==> config.mk <==
export PLATFORM = sky130hd
export DESIGN_NAME = ccs_div
export DESIGN_NICKNAME = d
export VERILOG_FILES = /design/src/design/assert_macros.svh /design/src/design/ccs_pkg.sv /design/src/design/ccs_div.sv
export SDC_FILE = /design/constraint.sdc
export NUM_CORES = 1
export LEC_CHECK = 0
export ABC_AREA = 1
export CAP_MARGIN = 20
export CORE_MARGIN = 2
export CORE_UTILIZATION = 40
export DETAILED_ROUTE_END_ITERATION = 7
export DONT_BUFFER_PORTS = 1
export PLACE_DENSITY = 0.55
export RECOVER_POWER = 100
export SKIP_CTS_REPAIR_TIMING = 1
export SLEW_MARGIN = 20
export SYNTH_ARGS = -nofsm -noshare
export SYNTH_HDL_FRONTEND = slang
export SYNTH_SLANG_ARGS = --single-unit
==> constraint.sdc <==
create_clock -name clk -period 2.2 [get_ports clk]
set_clock_uncertainty 0.15 [all_clocks]
set_input_delay 0.22 -clock clk [delete_from_list [all_inputs] [get_ports clk]]
set_output_delay 0.22 -clock clk [all_outputs]
set_load 0.05 [all_outputs]
==> src/design/assert_macros.svh <==
// ----------------------------------------------------------------------------
// Assertion macros
// Shared concurrent assertion helpers, clocked on clk, disabled in reset.
// ----------------------------------------------------------------------------
`ifndef ASSERT_MACROS_SVH
`define ASSERT_MACROS_SVH

// Property checked on every rising edge of clk outside reset.
`define CCS_ASSERT(label, prop, msg) \
  label: assert property (@(posedge clk) disable iff (!rst_n) (prop)) else $error(msg);

// Implication checked on every rising edge of clk outside reset.
`define CCS_ASSERT_IMP(label, ante, cons, msg) \
  label: assert property (@(posedge clk) disable iff (!rst_n) (ante) |-> (cons)) \
    else $error(msg);

`endif

==> src/design/ccs_pkg.sv <==
// ----------------------------------------------------------------------------
// ccs_pkg
// Types and constants of the color cube slice pixel generator.
// ----------------------------------------------------------------------------
package ccs_pkg;

  localparam int FRAC_BITS = 16;
  localparam int MAX_DIM   = 4096;
  localparam int FX_W      = FRAC_BITS + 1;          // fraction incl. the value one
  localparam logic [FX_W-1:0] ONE_FX = FX_W'(1) << FRAC_BITS;

  localparam int DIM_W  = 13;                        // image size register
  localparam int COORD_W = 12;                       // pixel coordinate
  localparam int DEN_W  = 12;                        // clamped size minus one
  localparam int QUO_W  = 25;                        // widest ramp quotient
  localparam int NUM_W  = DEN_W + QUO_W;             // ramp numerator
  localparam int HUE_W  = QUO_W;                     // hue, degrees with fraction
  localparam int H60_W  = 19;                        // hue / 60
  localparam int OFF_W  = 26;

  // Divider is QUO_W stages, then select, multiply, multiply, output
  localparam int PIPE_LEN = QUO_W + 4;

  localparam logic [26:0] RECIP_60  = 27'd71582789;  // ceil(2^32 / 60)
  localparam logic [25:0] RECIP_100 = 26'd42949673;  // ceil(2^32 / 100)

  typedef enum logic [2:0] {
    MODE_FIX_R = 3'd0,
    MODE_FIX_G = 3'd1,
    MODE_FIX_B = 3'd2,
    MODE_FIX_H = 3'd3,
    MODE_FIX_S = 3'd4,
    MODE_FIX_V = 3'd5
  } slice_mode_t;

  typedef enum logic [1:0] {
    REG_MODE   = 2'd0,
    REG_SLIDER = 2'd1,
    REG_WIDTH  = 2'd2,
    REG_HEIGHT = 2'd3
  } reg_idx_t;

  typedef enum logic [2:0] {
    SEC_RED_YEL  = 3'd0,
    SEC_YEL_GRN  = 3'd1,
    SEC_GRN_CYN  = 3'd2,
    SEC_CYN_BLU  = 3'd3,
    SEC_BLU_MAG  = 3'd4,
    SEC_MAG_RED  = 3'd5
  } sector_t;

endpackage

==> src/design/ccs_div.sv <==
// ----------------------------------------------------------------------------
// ccs_div
// Pipelined restoring divider, one quotient bit per stage.
// ----------------------------------------------------------------------------
module ccs_div import ccs_pkg::*; (
  input  logic             clk,
  input  logic             en,
  input  logic [NUM_W-1:0] num,
  input  logic [DEN_W-1:0] den,
  output logic [QUO_W-1:0] quo
);

  // working word: {partial remainder, numerator bits left / quotient bits}
  logic [NUM_W-1:0] w_r [QUO_W];

  function automatic logic [NUM_W-1:0] div_step(input logic [NUM_W-1:0] w,
                                                input logic [DEN_W-1:0] d);
    logic [DEN_W:0]   cand;
    logic [DEN_W-1:0] rem;
    logic             q;
    cand = w[NUM_W-1 -: DEN_W+1];
    if (cand >= {1'b0, d}) begin
      rem = DEN_W'(cand - {1'b0, d});
      q   = 1'b1;
    end else begin
      rem = cand[DEN_W-1:0];
      q   = 1'b0;
    end
    return {rem, w[QUO_W-2:0], q};
  endfunction

  // numerator top bits are below den since quotient fits QUO_W bits
  always_ff @(posedge clk) begin
    if (en) begin
      w_r[0] <= div_step(num, den);
    end
  end

  for (genvar i = 1; i < QUO_W; i++) begin : g_stage
    always_ff @(posedge clk) begin
      if (en) begin
        w_r[i] <= div_step(w_r[i-1], den);
      end
    end
  end

  assign quo = w_r[QUO_W-1][QUO_W-1:0];

endmodule

==> flow_metrics.env <==
export IMPL_status="complete, but fails checks"
export IMPL_violations="hold timing, slew limit"
export IMPL_worstMarginPinSlew_ps=1545
export IMPL_ys_ff_latch=913
export IMPL_routed_via_density=4.767
export IMPL_wire_per_inst_um=15.01
export IMPL_pwr_density_cell_nw_per_um2=1336
export IMPL_largest_reg_flops=913
export IMPL_multi_input_area_um2=20700
export IMPL_htreeDepth=3
export IMPL_die_w_um=358.8
export IMPL_cts_sinks=913
export IMPL_io_pins=76
export IMPL_clk_pin_slew_ps=60
export IMPL_cpPeakStageDelay_ps=480
export IMPL_start_util=0.4021
export IMPL_synth_edf_count=913
export IMPL_core_um2=125200
export IMPL_avgSynthCellArea_um2=9.707
export IMPL_ys_types=32
export IMPL_cts_root_buf="clkbuf_16"
export IMPL_overflow=0
export IMPL_num_fill_cells=11300
export IMPL_cp_max_fo=7
export IMPL_critPathKind="reg2reg"
export IMPL_period_share=0.9813
export IMPL_wl_um=115900
export IMPL_yosys_warnings=0
export IMPL_nNetsFinal=6362
export IMPL_rows=130
export IMPL_final_layout_size_suffix_gt1_frac=0.2072
export IMPL_leakagePower_nw=28.42
export IMPL_grt_pass1_vias=34440
export IMPL_vdd_drop_max_v=0.0007611
export IMPL_syn_num_nets=5563
export IMPL_grt_pass1_wl_um=179100
export IMPL_routabilityCongestion=0.9071
export IMPL_holdWs_ps=-527.8
export IMPL_crit_chain="ha_4, buf_4, nand2_1, nor2_1, nand3_1, nand3_4, buf_4, o21ai_1"
export IMPL_hpwl_um=79650
export IMPL_num_antenna_cells=0
export IMPL_rsz0062_at_grt="yes"
export IMPL_synth_ff_type="edfxtp_1"
export IMPL_layout_min_cycle_time_ps=2159
export IMPL_cp_top_family="simple AND/OR/NAND/NOR gates"
export IMPL_finalSetupViolCount=0
export IMPL_drt_antenna_violating_nets=0
export IMPL_dp_slack_ps=-306.7
export IMPL_slew_limit_headroom=-0.02989
export IMPL_fmax_mhz=463.2
export IMPL_ys_async_sr_fraction=0
export IMPL_hold_viol=162
export IMPL_maxSlewViolCount=107
export IMPL_drc=0
export IMPL_seqCellArea_um2=27420
export IMPL_die_area_um2=128800
export IMPL_grt_start_max_net_pins=914
export IMPL_clk_path_buf_depth=3
export IMPL_end_kind="register"
export IMPL_start_kind="register"
export IMPL_grt_total_usage=0.1721
export IMPL_num_vias=36810
export IMPL_top_regs="w_r x913"
export IMPL_synthCells=5188
export IMPL_cp_required_ps=2520
export IMPL_cts_made_buffers=101
export IMPL_worst_ep_arrival_time_ps=2480
export IMPL_syn2layout_area_growth_pct=25.97
export IMPL_clock_latency_ps=720
export IMPL_antenna_found_initial=1
export IMPL_cts_tree="yes"
export IMPL_firstDrtPassIters=5
export IMPL_setup_ws_ps=41.18
export IMPL_yosysSeqAreaShare=0.5444
export IMPL_hold_path_class="in2reg"
export IMPL_die_h_um=358.8
export IMPL_first_iter_violations=2543
export IMPL_portBuffers=0
export IMPL_syn_area_um2=50360
export IMPL_max_cap_violations=0
export IMPL_crit_buf_inv=2
export IMPL_path_common_cell="buf_4"
export IMPL_largest_register="w_r"
export IMPL_cp_slowest_cell="edfxtp_1"
path summary, 6_finish.rpt:
check	endpoint	start	cells past startpoint	slack (ps)
min	w_r[0][18]$_DFFE_PP_	en	0	-530
min reg2reg	w_r[1][59]$_DFFE_PP_	w_r[1][21]$_DFFE_PP_	0	250
max	w_r[0][470]$_DFFE_PP_	w_r[0][438]$_DFFE_PP_	8	40
max reg2reg	w_r[0][470]$_DFFE_PP_	w_r[0][438]$_DFFE_PP_	8	40
power by group:
| part | internal [mW] | switching (mW) |
|---|---|---|
| Sequential | 24.6 | 2.73 |
| Combinational | 18.2 | 21.3 |
| Clock | 10.7 | 7.28 |
| Total | 53.5 | 31.3 |
worst register-to-register path, stage by stage, from the launching register on:
cell      delay, ps
edfxtp_1        480
ha_4            330
buf_4           130
nand2_1          70
nor2_1          150
nand3_1         180
nand3_4         190
buf_4           180
o21ai_1          70
routing by layer:
layer | GRT usage | share of wire
met5 | 0 | 0
met4 | 0.06097 | 0.029
met3 | 0.02160 | 0.040
met2 | 0.2791 | 0.46
met1 | 0.2375 | 0.47
through the flow:
step	power, mW	instance area [um2]	util	TNS [ps]	cells
after floorplan	50.31	50390	-	-3156	5188
after global placement	63.26	56840	0.4538	-23170	7374
after detailed placement	63.54	56840	0.4538	-27530	7374
after CTS	82.05	60390	0.4821	-1480	7562
after global routing	91.47	63440	0.5065	-1351	7722
final	84.75	63440	0.5065	0	7722
synth_stat cells, drive strengths merged, types with 49 or more instances:
cell type	instances	area, um2
xor2	103	902.1
nor3	49	280.3
inv	833	3127
edfxtp	913	27420
nand2	1615	6182
o21ai	163	894.6
a21oi	118	860.8
nand4	220	1376
nand3	406	2510
ha	300	3754
nor2	288	1206
buf	83	795.8
layout make-up:
type / count / area share
Sequential cell: 913 / 0.4322
Multi-Input combinational cell: 3371 / 0.3263
Inverter: 833 / 0.04982
Tap cell: 1650 / 0.03254
Clock buffer: 115 / 0.04067
Timing Repair Buffer: 767 / 0.1032
Clock inverter: 73 / 0.01530
cell families after synthesis:
logic type               after synthesis  synth area share
flip-flops                           913            0.5444
adder cells (fa/ha/maj)              324           0.08407
AO/OA/AOI/OAI                        282           0.03501
XOR/XNOR                             127           0.02209
buffers and inverters                916           0.07789
AND/OR/NAND/NOR                     2626            0.2365
placed cells by master (no fill, tap or decap), types with 18 or more instances in the layout:
master	instances
nand2_2	64
dlygate4sd3_1	91
ha_1	203
xor2_1	103
nor3_1	29
a21oi_1	94
o21ai_1	48
edfxtp_1	913
nand3b_1	45
nor3_2	20
nor2_2	41
xnor2_1	24
buf_12	41
nand3_1	304
bufinv_16	18
ha_4	92
inv_1	813
clkinvlp_4	19
a21oi_4	23
clkinv_2	18
o21ai_2	21
nand2_1	1546
clkbuf_16	102
o21ai_0	94
nand3_4	23
nand3_2	91
clkbuf_1	18
buf_4	599
nor2_1	240
nand4_1	220
Power figures use the tool's default switching activity.
